==> src/design/alle_pkg.sv <==
// Shared types and constants for the array linked list engine.
// No dependencies; compiled first.
package alle_pkg;

    // Link field width and the null link code
    localparam int                LINK_W         = 7;
    localparam logic [LINK_W-1:0] NULL_LINK      = 7'd127;
    localparam int                NODE_COUNT_DEF = 64;
    localparam int                DATA_W         = 32;

    // Request opcodes; codes above OP_READ behave as read out
    typedef enum logic [2:0] {
        OP_APPEND = 3'd0,
        OP_INSERT = 3'd1,
        OP_DELETE = 3'd2,
        OP_MODIFY = 3'd3,
        OP_READ   = 3'd4
    } op_t;

    // Result status codes
    typedef enum logic [1:0] {
        STAT_DONE      = 2'd0,
        STAT_NOT_FOUND = 2'd1,
        STAT_FULL      = 2'd2,
        STAT_EMPTY     = 2'd3
    } status_t;

    // Controller states
    typedef enum logic [2:0] {
        S_IDLE,
        S_DISPATCH,
        S_LINK,
        S_RD,
        S_CHK,
        S_FINISH
    } state_t;

    // Controller to datapath commands
    typedef struct packed {
        logic    load;        // capture request fields
        logic    alloc;       // write new node, update head/tail/used
        logic    tail_link;   // link old tail to the new node
        logic    walk_init;   // start a walk at head
        logic    rd;          // read node at cur
        logic    advance;     // step to the next node
        logic    hit;         // apply delete or modify at cur
        logic    set_status;  // latch final status
        status_t status;
        logic    emit_elem;   // emit element read at cur
        logic    emit_final;  // emit single closing result
    } cmd_t;

    // Datapath to controller status
    typedef struct packed {
        logic [2:0] op;
        logic       full;
        logic       need_tail_link;
        logic       cur_ok;
        logic       match;
        logic       read_end;
        logic       out_free;
    } stat_t;

endpackage

==> src/design/alle_if.sv <==
// Request and response channel interfaces for the linked list engine.
// Depends on alle_pkg.
interface alle_req_if;
    import alle_pkg::*;

    logic                     valid;
    logic                     ready;
    logic [2:0]               op;
    logic signed [DATA_W-1:0] value;
    logic signed [DATA_W-1:0] new_value;

    modport source (output valid, output op, output value, output new_value, input ready);
    modport sink   (input valid, input op, input value, input new_value, output ready);
endinterface

interface alle_rsp_if;
    import alle_pkg::*;

    logic                     valid;
    logic                     ready;
    logic signed [DATA_W-1:0] out_value;
    logic [1:0]               status;
    logic                     last;

    modport source (output valid, output out_value, output status, output last, input ready);
    modport sink   (input valid, input out_value, input status, input last, output ready);
endinterface

==> src/design/alle_datapath.sv <==
// Datapath of the linked list engine: node store, pointers, walk registers
// and the output register. Depends on alle_pkg.
module alle_datapath #(
    parameter int NODE_COUNT = alle_pkg::NODE_COUNT_DEF
) (
    input  logic                              clk,
    input  logic                              rst_n,
    input  alle_pkg::cmd_t                    cmd,
    output alle_pkg::stat_t                   stat,
    input  logic [2:0]                        op,
    input  logic signed [alle_pkg::DATA_W-1:0] value,
    input  logic signed [alle_pkg::DATA_W-1:0] new_value,
    output logic                              out_valid,
    input  logic                              out_ready,
    output logic signed [alle_pkg::DATA_W-1:0] out_value,
    output logic [1:0]                        out_status,
    output logic                              out_last
);
    import alle_pkg::*;

    localparam int                IDX_W    = $clog2(NODE_COUNT);
    localparam int                CNT_W    = $clog2(NODE_COUNT + 1);
    localparam logic [LINK_W-1:0] NODE_LIM = LINK_W'(NODE_COUNT);
    localparam logic [CNT_W:0]    STEP_LIM = (CNT_W + 1)'(NODE_COUNT);

    function automatic logic is_node(input logic [LINK_W-1:0] p);
        return p < NODE_LIM;
    endfunction

    // Node store
    logic [DATA_W-1:0] values_mem [NODE_COUNT];
    logic [LINK_W-1:0] links_mem  [NODE_COUNT];

    // Request registers
    logic [2:0]        op_reg;
    logic [DATA_W-1:0] val_reg;
    logic [DATA_W-1:0] nval_reg;

    // List pointers
    logic [LINK_W-1:0] head_reg;
    logic [LINK_W-1:0] tail_reg;
    logic [CNT_W-1:0]  used_reg;

    // Walk state
    logic [LINK_W-1:0] cur_reg;
    logic [LINK_W-1:0] prev_reg;
    logic [CNT_W-1:0]  steps_reg;
    logic [DATA_W-1:0] rd_val_reg;
    logic [LINK_W-1:0] rd_link_reg;
    status_t           fin_status_reg;

    // Output register
    logic              out_valid_reg;
    logic [DATA_W-1:0] out_value_reg;
    status_t           out_status_reg;
    logic              out_last_reg;

    logic [LINK_W-1:0] new_idx;
    logic              head_ok;
    logic              tail_ok;
    logic              prev_ok;

    logic              val_we;
    logic [IDX_W-1:0]  val_waddr;
    logic [DATA_W-1:0] val_wdata;
    logic              link_we;
    logic [IDX_W-1:0]  link_waddr;
    logic [LINK_W-1:0] link_wdata;

    assign new_idx = LINK_W'(used_reg);
    assign head_ok = is_node(head_reg);
    assign tail_ok = is_node(tail_reg);
    assign prev_ok = is_node(prev_reg);

    // Status toward the controller
    always_comb
    begin
        stat.op             = op_reg;
        stat.full           = (used_reg == CNT_W'(NODE_COUNT));
        stat.need_tail_link = (op_reg == OP_APPEND) && head_ok && tail_ok;
        stat.cur_ok         = ({1'b0, steps_reg} < STEP_LIM) && is_node(cur_reg);
        stat.match          = (rd_val_reg == val_reg);
        stat.read_end       = (({1'b0, steps_reg} + 1'b1) >= STEP_LIM) || !is_node(rd_link_reg);
        stat.out_free       = !out_valid_reg || out_ready;
    end

    // Store write selection
    always_comb
    begin
        val_we     = 1'b0;
        val_waddr  = used_reg[IDX_W-1:0];
        val_wdata  = val_reg;
        link_we    = 1'b0;
        link_waddr = used_reg[IDX_W-1:0];
        link_wdata = (op_reg == OP_APPEND) ? NULL_LINK : head_reg;
        priority if (cmd.alloc)
        begin
            val_we  = 1'b1;
            link_we = 1'b1;
        end
        else if (cmd.tail_link)
        begin
            link_we    = 1'b1;
            link_waddr = prev_reg[IDX_W-1:0];
            link_wdata = cur_reg;
        end
        else if (cmd.hit)
        begin
            if (op_reg == OP_MODIFY)
            begin
                val_we    = 1'b1;
                val_waddr = cur_reg[IDX_W-1:0];
                val_wdata = nval_reg;
            end
            else if (prev_ok)
            begin
                link_we    = 1'b1;
                link_waddr = prev_reg[IDX_W-1:0];
                link_wdata = rd_link_reg;
            end
        end
    end

    // Value store
    always_ff @(posedge clk)
    begin
        if (val_we)
            values_mem[val_waddr] <= val_wdata;
        if (cmd.rd)
            rd_val_reg <= values_mem[cur_reg[IDX_W-1:0]];
    end

    // Link store
    always_ff @(posedge clk)
    begin
        if (link_we)
            links_mem[link_waddr] <= link_wdata;
        if (cmd.rd)
            rd_link_reg <= links_mem[cur_reg[IDX_W-1:0]];
    end

    // Head, tail and allocation count
    always_ff @(posedge clk or negedge rst_n)
    begin
        if (!rst_n)
        begin
            head_reg <= NULL_LINK;
            tail_reg <= NULL_LINK;
            used_reg <= '0;
        end
        else if (cmd.alloc)
        begin
            used_reg <= used_reg + 1'b1;
            if (op_reg == OP_APPEND)
            begin
                if (!(head_ok && tail_ok))
                    head_reg <= new_idx;
                tail_reg <= new_idx;
            end
            else
            begin
                if (!head_ok)
                    tail_reg <= new_idx;
                head_reg <= new_idx;
            end
        end
        else if (cmd.hit && (op_reg == OP_DELETE))
        begin
            if (!prev_ok)
                head_reg <= rd_link_reg;
            if (cur_reg == tail_reg)
                tail_reg <= prev_reg;
        end
    end

    // Request capture and walk registers
    always_ff @(posedge clk)
    begin
        if (cmd.load)
        begin
            op_reg   <= op;
            val_reg  <= value;
            nval_reg <= new_value;
        end
        if (cmd.walk_init)
        begin
            cur_reg   <= head_reg;
            prev_reg  <= NULL_LINK;
            steps_reg <= '0;
        end
        else if (cmd.alloc)
        begin
            cur_reg  <= new_idx;
            prev_reg <= tail_reg;
        end
        else if (cmd.advance)
        begin
            prev_reg  <= cur_reg;
            cur_reg   <= rd_link_reg;
            steps_reg <= steps_reg + 1'b1;
        end
        if (cmd.set_status)
            fin_status_reg <= cmd.status;
    end

    // Output register
    always_ff @(posedge clk or negedge rst_n)
    begin
        if (!rst_n)
            out_valid_reg <= 1'b0;
        else if (cmd.emit_elem || cmd.emit_final)
            out_valid_reg <= 1'b1;
        else if (out_ready)
            out_valid_reg <= 1'b0;
    end

    always_ff @(posedge clk)
    begin
        if (cmd.emit_elem)
        begin
            out_value_reg  <= rd_val_reg;
            out_status_reg <= STAT_DONE;
            out_last_reg   <= stat.read_end;
        end
        else if (cmd.emit_final)
        begin
            out_value_reg  <= '0;
            out_status_reg <= fin_status_reg;
            out_last_reg   <= 1'b1;
        end
    end

    assign out_valid  = out_valid_reg;
    assign out_value  = out_value_reg;
    assign out_status = out_status_reg;
    assign out_last   = out_last_reg;

`ifndef SYNTHESIS
    // Allocation never runs past the store
    a_used_bound: assert property (@(posedge clk) disable iff (!rst_n)
        used_reg <= CNT_W'(NODE_COUNT))
        else $error("node count beyond store size");

    // Head and tail are null together
    a_head_tail: assert property (@(posedge clk) disable iff (!rst_n)
        (head_reg == NULL_LINK) == (tail_reg == NULL_LINK))
        else $error("head and tail disagree on empty list");

    // Each allocation takes exactly one node
    a_alloc_step: assert property (@(posedge clk) disable iff (!rst_n)
        cmd.alloc |=> (used_reg == $past(used_reg) + 1'b1))
        else $error("allocation count did not advance by one");
`endif

endmodule

==> src/design/alle_ctrl.sv <==
// Controller of the linked list engine: sequences allocation, walks and
// result emission. Depends on alle_pkg.
module alle_ctrl (
    input  logic            clk,
    input  logic            rst_n,
    input  logic            in_valid,
    output logic            in_ready,
    input  alle_pkg::stat_t stat,
    output alle_pkg::cmd_t  cmd
);
    import alle_pkg::*;

    state_t state_reg;
    state_t state_next;
    logic   is_add;
    logic   is_walk;

    assign is_add  = (stat.op == OP_APPEND) || (stat.op == OP_INSERT);
    assign is_walk = (stat.op == OP_DELETE) || (stat.op == OP_MODIFY);

    // State register
    always_ff @(posedge clk or negedge rst_n)
    begin
        if (!rst_n)
            state_reg <= S_IDLE;
        else
            state_reg <= state_next;
    end

    // Next state and commands
    always_comb
    begin
        state_next = state_reg;
        cmd        = '0;
        cmd.status = STAT_DONE;
        in_ready   = 1'b0;
        unique case (state_reg)
            S_IDLE:
            begin
                in_ready = 1'b1;
                if (in_valid)
                begin
                    cmd.load   = 1'b1;
                    state_next = S_DISPATCH;
                end
            end
            S_DISPATCH:
            begin
                if (is_add)
                begin
                    cmd.set_status = 1'b1;
                    if (stat.full)
                    begin
                        cmd.status = STAT_FULL;
                        state_next = S_FINISH;
                    end
                    else
                    begin
                        cmd.alloc  = 1'b1;
                        state_next = stat.need_tail_link ? S_LINK : S_FINISH;
                    end
                end
                else
                begin
                    cmd.walk_init = 1'b1;
                    state_next    = S_RD;
                end
            end
            S_LINK:
            begin
                cmd.tail_link = 1'b1;
                state_next    = S_FINISH;
            end
            S_RD:
            begin
                if (stat.cur_ok)
                begin
                    cmd.rd     = 1'b1;
                    state_next = S_CHK;
                end
                else
                begin
                    // walk ran off the list: no match, or an empty read out
                    cmd.set_status = 1'b1;
                    cmd.status     = is_walk ? STAT_NOT_FOUND : STAT_EMPTY;
                    state_next     = S_FINISH;
                end
            end
            S_CHK:
            begin
                if (is_walk)
                begin
                    if (stat.match)
                    begin
                        cmd.hit        = 1'b1;
                        cmd.set_status = 1'b1;
                        state_next     = S_FINISH;
                    end
                    else
                    begin
                        cmd.advance = 1'b1;
                        state_next  = S_RD;
                    end
                end
                else if (stat.out_free)
                begin
                    cmd.emit_elem = 1'b1;
                    cmd.advance   = 1'b1;
                    state_next    = stat.read_end ? S_IDLE : S_RD;
                end
            end
            S_FINISH:
            begin
                if (stat.out_free)
                begin
                    cmd.emit_final = 1'b1;
                    state_next     = S_IDLE;
                end
            end
            default:
            begin
                state_next = S_IDLE;
            end
        endcase
    end

`ifndef SYNTHESIS
    // Results are only loaded into a free output register
    a_emit_free: assert property (@(posedge clk) disable iff (!rst_n)
        (cmd.emit_elem || cmd.emit_final) |-> stat.out_free)
        else $error("result loaded over a pending result");

    // Tail link always follows an allocation
    a_link_order: assert property (@(posedge clk) disable iff (!rst_n)
        (state_reg == S_LINK) |-> ($past(state_reg) == S_DISPATCH))
        else $error("tail link outside an append");

    // Delete or modify applies only on a matching node
    a_hit_match: assert property (@(posedge clk) disable iff (!rst_n)
        cmd.hit |-> (stat.match && (state_reg == S_CHK)))
        else $error("update applied without a match");
`endif

endmodule

==> src/design/array_linked_list_engine.sv <==
// Linked list engine over a fixed store of NODE_COUNT nodes. Append and insert allocate
// the node in S_DISPATCH; an append to a non-empty list then links the old tail in
// S_LINK, and each result waits on the output register. Delete and modify walk the
// list one node at a time, since each link must come back from the registered link
// store read before the next node can be addressed. Read out emits its items from the
// same walk loop and waits whenever the consumer stalls. One request is in work at a
// time; a new request is taken once the previous one has put its final result in the
// output register. Depends on alle_pkg, alle_if, alle_ctrl and alle_datapath.
module array_linked_list_engine #(
    parameter int NODE_COUNT = alle_pkg::NODE_COUNT_DEF
) (
    input  logic            clk,
    input  logic            rst_n,
    alle_req_if.sink        req,
    alle_rsp_if.source      rsp
);
    import alle_pkg::*;

    cmd_t  cmd;
    stat_t stat;

    // Sequencer
    alle_ctrl u_ctrl (
        .clk      (clk),
        .rst_n    (rst_n),
        .in_valid (req.valid),
        .in_ready (req.ready),
        .stat     (stat),
        .cmd      (cmd)
    );

    // Node store and pointers
    alle_datapath #(
        .NODE_COUNT (NODE_COUNT)
    ) u_datapath (
        .clk        (clk),
        .rst_n      (rst_n),
        .cmd        (cmd),
        .stat       (stat),
        .op         (req.op),
        .value      (req.value),
        .new_value  (req.new_value),
        .out_valid  (rsp.valid),
        .out_ready  (rsp.ready),
        .out_value  (rsp.out_value),
        .out_status (rsp.status),
        .out_last   (rsp.last)
    );

endmodule
==> src/flat_wrapper.sv <==
// flat-port wrapper written by rule: the top's interface ports become plain ports
module array_linked_list_engine_flat import alle_pkg::*;
#(
    parameter int NODE_COUNT = alle_pkg::NODE_COUNT_DEF
)
  (clk, rst_n, req_valid, req_op, req_value, req_new_value, req_ready, rsp_valid, rsp_out_value, rsp_status, rsp_last, rsp_ready);
  alle_req_if req_i ();
  alle_rsp_if rsp_i ();
  input  logic clk;
  input  logic rst_n;
  input wire logic [$bits(req_i.valid)-1:0] req_valid;
  input wire logic [$bits(req_i.op)-1:0] req_op;
  input wire logic [$bits(req_i.value)-1:0] req_value;
  input wire logic [$bits(req_i.new_value)-1:0] req_new_value;
  output wire logic [$bits(req_i.ready)-1:0] req_ready;
  output wire logic [$bits(rsp_i.valid)-1:0] rsp_valid;
  output wire logic [$bits(rsp_i.out_value)-1:0] rsp_out_value;
  output wire logic [$bits(rsp_i.status)-1:0] rsp_status;
  output wire logic [$bits(rsp_i.last)-1:0] rsp_last;
  input wire logic [$bits(rsp_i.ready)-1:0] rsp_ready;
  assign req_i.valid = req_valid;
  assign req_i.op = req_op;
  assign req_i.value = req_value;
  assign req_i.new_value = req_new_value;
  assign req_ready = req_i.ready;
  assign rsp_valid = rsp_i.valid;
  assign rsp_out_value = rsp_i.out_value;
  assign rsp_status = rsp_i.status;
  assign rsp_last = rsp_i.last;
  assign rsp_i.ready = rsp_ready;
  array_linked_list_engine #(.NODE_COUNT(NODE_COUNT)) u_core (.clk(clk), .rst_n(rst_n), .req(req_i), .rsp(rsp_i));
endmodule
==> config.mk <==
export PLATFORM = sky130hd
export DESIGN_NAME = array_linked_list_engine_flat
export DESIGN_NICKNAME = d
export VERILOG_FILES = /design/src/design/alle_pkg.sv /design/src/design/alle_if.sv /design/src/design/alle_datapath.sv /design/src/design/alle_ctrl.sv /design/src/design/array_linked_list_engine.sv /design/src/flat_wrapper.sv
export SDC_FILE = /design/constraint.sdc
export NUM_CORES = 2
export LEC_CHECK = 0
export BUFFER_PORTS_ARGS = -buffer_cell sky130_fd_sc_hd__clkbuf_2
export CORE_MARGIN = 4
export CORE_UTILIZATION = 25
export DETAILED_ROUTE_END_ITERATION = 16
export PLACE_DENSITY = 0.37
export SLEW_MARGIN = 20
export SYNTH_ARGS = -nofsm -noshare
export SYNTH_HDL_FRONTEND = slang
export SYNTH_SLANG_ARGS = --single-unit
==> constraint.sdc <==
create_clock -name clk -period 6.9 [get_ports clk]
set_input_delay 1.38 -clock clk [delete_from_list [all_inputs] [get_ports clk]]
set_output_delay 1.38 -clock clk [all_outputs]
set_load 0.01 [all_outputs]
Yosys cells after proc, flatten, opt, wreduce, memory -nomap -nowiden
Memories as Yosys holds them, arrays and structs flattened. A register that Yosys moved wholly into a read port is not among the register bits.
Cells that the tools add are included.

operators by class
  reduce and logical (&&, ||, !) cells = 24
  magnitude comparators = 7
  eq/ne operators = 17
  mux-type cells = 90
  $add $sub $neg = 3
  bitwise operators = 1

operator list
  cell                 number
  $mux 32              6
  $mux 7               21
  $mux 6               9
  $lt 7x7->1 const B   6
  $mux 1               35
  $eq 32x32->1         1
  $mux 3               10
  $pmux 3 s6           1
  $add 7x1->7 const B  2
  $eq 3x2->1 const B   4
  $mux 2               6
  $reduce_bool 2->1    5
  $reduce_and 3->1     3
  $add 7x1->8 const B  1
  $ge 8x7->1 const B   1
  $eq 7x7->1           1
  $eq 7x7->1 const B   1
  $eq 3x1->1 const B   2
  $eq 3x3->1 const B   2
  $logic_not 3->1      2
  $ne 3x3->1 const B   2
  $logic_and 1x1->1    5
  $logic_or 1x1->1     5
  $ne 2x1->1 const B   2
  other kinds (8)      9

storage, ports and cells
  input bits = 71
  memories kept = 2
  word-level logic and storage cells = 159
  memory bits (writable) = 2496
  bits in registers = 150

memory list
  name                          depth  bits a word  read ports  clocked after Yosys merged registers in  write ports  line                 text
  u_core.u_datapath.values_mem  64     32           1           1                                        1            alle_datapath.sv:31  logic [DATA_W-1:0] values_mem [NODE_COUNT];
  u_core.u_datapath.links_mem   64     7            1           1                                        1            alle_datapath.sv:32  logic [LINK_W-1:0] links_mem [NODE_COUNT];

Longest topological paths before layout
  word-level depth = 10
  depth in mapped cells = 12
  mapped depth without buffers = 9

Cells and area by module
A second synthesis with hierarchy kept.

unflattened totals
  cell total of the unflattened synthesis = 4895
  area, all modules = 103698.2 µm²

modules (own cells, without submodules)
  module         area each (µm²)  instances  cells an instance  sequential area each (µm²)
  alle_datapath  103311.6         1          4835               80284.5
  alle_ctrl      386.6            1          60                 75.1

Worst setup path after synthesis
Ideal clock, no wire load.

  path type = register -> register
  start point = reg u_core.u_ctrl.state_reg[2]
  end point = mem u_core.u_datapath.links_mem[0][2] (data pin)
  clock period less this slack = 5.339 ns
  stages on the path, launching flop included = 10
  buffers on the path = 3
  required time = 6.180 ns
  setup slack = 1.561 ns
  arrival = 4.619 ns
  cells stage by stage = dfrtp_1 buf_2 or3b_1 buf_2 a211oi_1 and4_1 nand4_1 buf_2 and3_1 o31ai_1

on the way
  word-level cells in the longest chain between the ends = 5
  elaborated cells between the ends (all ways) = 9
  those cells by class = eq/ne (3); mux (6)

RTL lines
  what                                 line                  text
  start, declared                      alle_ctrl.sv:13       state_t state_reg;
  start signal, assigned               alle_ctrl.sv:27       state_reg <= state_next;
  $eq 3x3->1                           alle_ctrl.sv:37       unique case (state_reg)
  $mux 2                               alle_ctrl.sv:37
  $mux 7                               alle_datapath.sv:107  else if (cmd.hit)
  $mux 7                               alle_datapath.sv:101  else if (cmd.tail_link)
  $mux 7 *                             alle_datapath.sv:96   priority if (cmd.alloc)
  via u_core.u_datapath.link_wdata[2]  alle_datapath.sv:68   logic [LINK_W-1:0] link_wdata;
  end, declared                        alle_datapath.sv:32

Mark *: on every way through the listed nets, which the timed path passes. The rest lies on a longest branch.

Worst setup path after layout
  start point = reg u_core.u_ctrl.state_reg[0]
  end point = mem u_core.u_datapath.links_mem[19][0] (data pin)

The elaborated chain is that of the path after synthesis.

==> out/qor.yml <==
sta:
  slew_headroom_pct: 23.7
  rsz0062_at_grt: "no"
  period_minus_slack_ns: 4.97
  skew_ns: 0.0933
  drv_slew: 0
  final.setup.worst_slack_ns: 1.93
  finalHoldViolations: 0
  max_freq_mhz: 201
  finalSetupViolCount: 0
  hold_slack_ns: 0.468
  fin_crit_sh_pct: 72.0
  tns_ns: 0
  tightest_slew_ns: 1.14
synthesis:
  yosys-top-cells-count: "edfxtp_1 (2644), mux4_2 (819), nor2_1 (174)"
  yosysMostFrequentCell: "edfxtp_1"
  synth_async_sr_flop_share_pct: 0.931
  synth-seq-cells: 2685
  avgSynthCellArea_um2: 24.0
  ys.flop_type: "edfxtp_1"
  yosysSeqAreaShare_pct: 77.7
  synth_warnings: 0
  synth_top_cell_by_area: "edfxtp_1"
  synth.area.top_cells: "edfxtp_1 (77%), mux4_2 (18%), nor2_1 (0.63%)"
  yosysUniqueCellTypes: 72
  syn_inst: 4320
  synth.top_cell.area_share_pct: 76.7
  synthesis.area_mm2: 0.103
  synth-edff-count: 2644
  syn-num-nets: 4394
cts:
  post-cts-setup-buffers: 0
  path_clk_slew_ns: 0.06
  cts_resized: 0
  cts_tree: "done"
  h-tree-depth: 5
  insertion_delay_ns: 0.90
  hold_buffers: 0
  cts_buffers: 301
  clk_path_buf_depth: 4
  clock-root-buffer: "clkbuf_16"
  cts_sinks: 2685
global_routing:
  grt_use_total_pct: 15.0
  grt_max_degree: 114
  grt_pass1_vias: 49744
  overflow: 0
  antenna_found_initial: 32
  grt_pass1_wl_mm: 442
place:
  place_area_mm2: 0.113
  hpwlAfterDp_mm: 195
  gp_congestion: 0.751
  place_ws_ns: 1.87
  portBuffers: 107
detailed_routing:
  routed_wl_mm: 325
  drc_errors: 0
  final_antenna_net_count: 0
  drt_iter0_drc: 4529
  via_per_inst: 4.59
  num_vias: 47699
  wl_per_cell_um: 31.2
  dr.pass1.iters: 7
worst_setup_path:
  crit_family: "simple AND/OR/NAND/NOR gates"
  path_depth: 8
  slowest_delay_ns: 0.88
  start_kind: "flop"
  crit_fanout: 33
  cp.arrival_ns: 5.56
  crit_buf_inv: 2
  rr_worst_depth: 8
  slowest_stage: "a31oi_4"
  path_cells: "or3b_1, a211oi_1, and4_1, nand4_1, and2_1, buf_4, a31oi_4, buf_4"
  crit_type: "flop to flop"
  worst_path_most_repeated_cell: "buf_4"
  critPathCaptureType: "flop"
  worstPathRequired_ns: 7.50
cells_and_area:
  top_regs: "u_core.u_datapath.values_mem: 2048 flops, u_core.u_datapath.links_mem: 448 flops"
  post-route-util_pct: 29.6
  regMostFlops: "u_core.u_datapath.values_mem"
  areaGrowthSynthToFinish_pct: 17.9
  largest_reg_flops: 2048
  stdcell_area_mm2: 0.122
  drive_above_1_share_pct: 34.2
  fin_nets: 4776
run:
  maxCapViolations: 0
floorplanning:
  io_pins: 108
  start_util_pct: 25.1
  design.core.area_mm2: 0.413
  die_area_mm2: 0.424
  fp.dieH_um: 651
  std_cell_rows: 236
  die_x_um: 651
run_status:
  outcome: "finished clean"
power:
  p_per_area_mw_per_mm2: 422
  cellLeakagePower_nw: 37.1
  ir_drop_mv: 0.347
worst_hold_path:
  holdPathStages: 2
  hold_path.class: "flop to flop"
## final timing paths
| kind | from | to | slack [ns] |
|---|---|---|---|
| max | u_core.u_ctrl.state_reg[0]$_DFFE_PN0P_ | u_core.u_datapath.links_mem[19][0]$_DFFE_PP_ | 1.93 |
| min | u_core.u_datapath.steps_reg[5]$_SDFFE_PP0P_ | u_core.u_datapath.steps_reg[5]$_SDFFE_PP0P_ | 0.47 |
| max reg2reg | u_core.u_ctrl.state_reg[0]$_DFFE_PN0P_ | u_core.u_datapath.links_mem[19][0]$_DFFE_PP_ | 1.93 |
| min reg2reg | u_core.u_datapath.steps_reg[5]$_SDFFE_PP0P_ | u_core.u_datapath.steps_reg[5]$_SDFFE_PP0P_ | 0.47 |
| max in group asynchronous | rst_n | u_core.u_datapath.new_idx[3]$_DFFE_PN0P_ | 5.69 |
| min in group asynchronous | rst_n | u_core.u_datapath.new_idx[5]$_DFFE_PN0P_ | 0.61 |
## placed cells by master, fill, tap and decap left out, types with 37 or more instances in the layout
cell type and instances:
clkinv_2 37, mux4_2 819, nor2_1 110, clkinv_1 63, nor2_4 64, clkbuf_2 107, edfxtp_1 2644, nand2_1 49
buf_4 157, clkbuf_1 64, clkbuf_16 314
## stage by stage
| stage | std cells | total power [mW] |
|---|---|---|
| after detailed placement | 9871 | 36.9 |
| after global routing | 10391 | 53.6 |
| after global placement | 9868 | 36.9 |
| final | 10400 | 51.5 |
| after CTS | 10388 | 52.6 |
| after floorplan | 4320 | 29.1 |
## worst reg2reg max path, cell delays in order (launching register included)
cell and delay, ns:
dfrtp_1 0.50, or3b_1 0.58, a211oi_1 0.45, and4_1 0.26, nand4_1 0.72, and2_1 0.49, buf_4 0.27, a31oi_4 0.89
buf_4 0.50
## kinds of logic after synthesis
kind of cell | synth area share [%]
AOI/OAI and AO/OA | 0.696
adders and majority gates | 0.0363
muxes | 18.6
xor gates and xnor gates | 0.322
buffers and inverters | 0.951
and+or+nand+nor | 1.72
DFF | 77.7
## area by class of cell
type,instances,area [µm²]
multi-input combinational,1398,22900
inverter,17,71.3
tap,5474,6850
clock buffer,381,8140
clock inverter,136,1260
timing repair buffer,299,2430
sequential,2685,80400
antenna,10,25.0
fill,40006,291000
## layer usage
| layer | GRT usage (%) | up-vias | part of all wire (%) |
|---|---|---|---|
| li1 | - | 19360 | - |
| met4 | 3.07 | 0 | 2.0 |
| met3 | 1.67 | 380 | 3.7 |
| met1 | 20.9 | 26847 | 45 |
| met5 | 0 | - | 0 |
| met2 | 25.5 | 1112 | 50 |
## where the power goes
part	switching, mW	internal, mW	leakage (nW)
Combinational	9.79	6.08	8.24
Sequential	0.381	19.6	24.2
Clock	6.50	9.10	4.59
Total	16.7	34.8	37.1
Note: power is estimated with default switching activity, not from simulation.
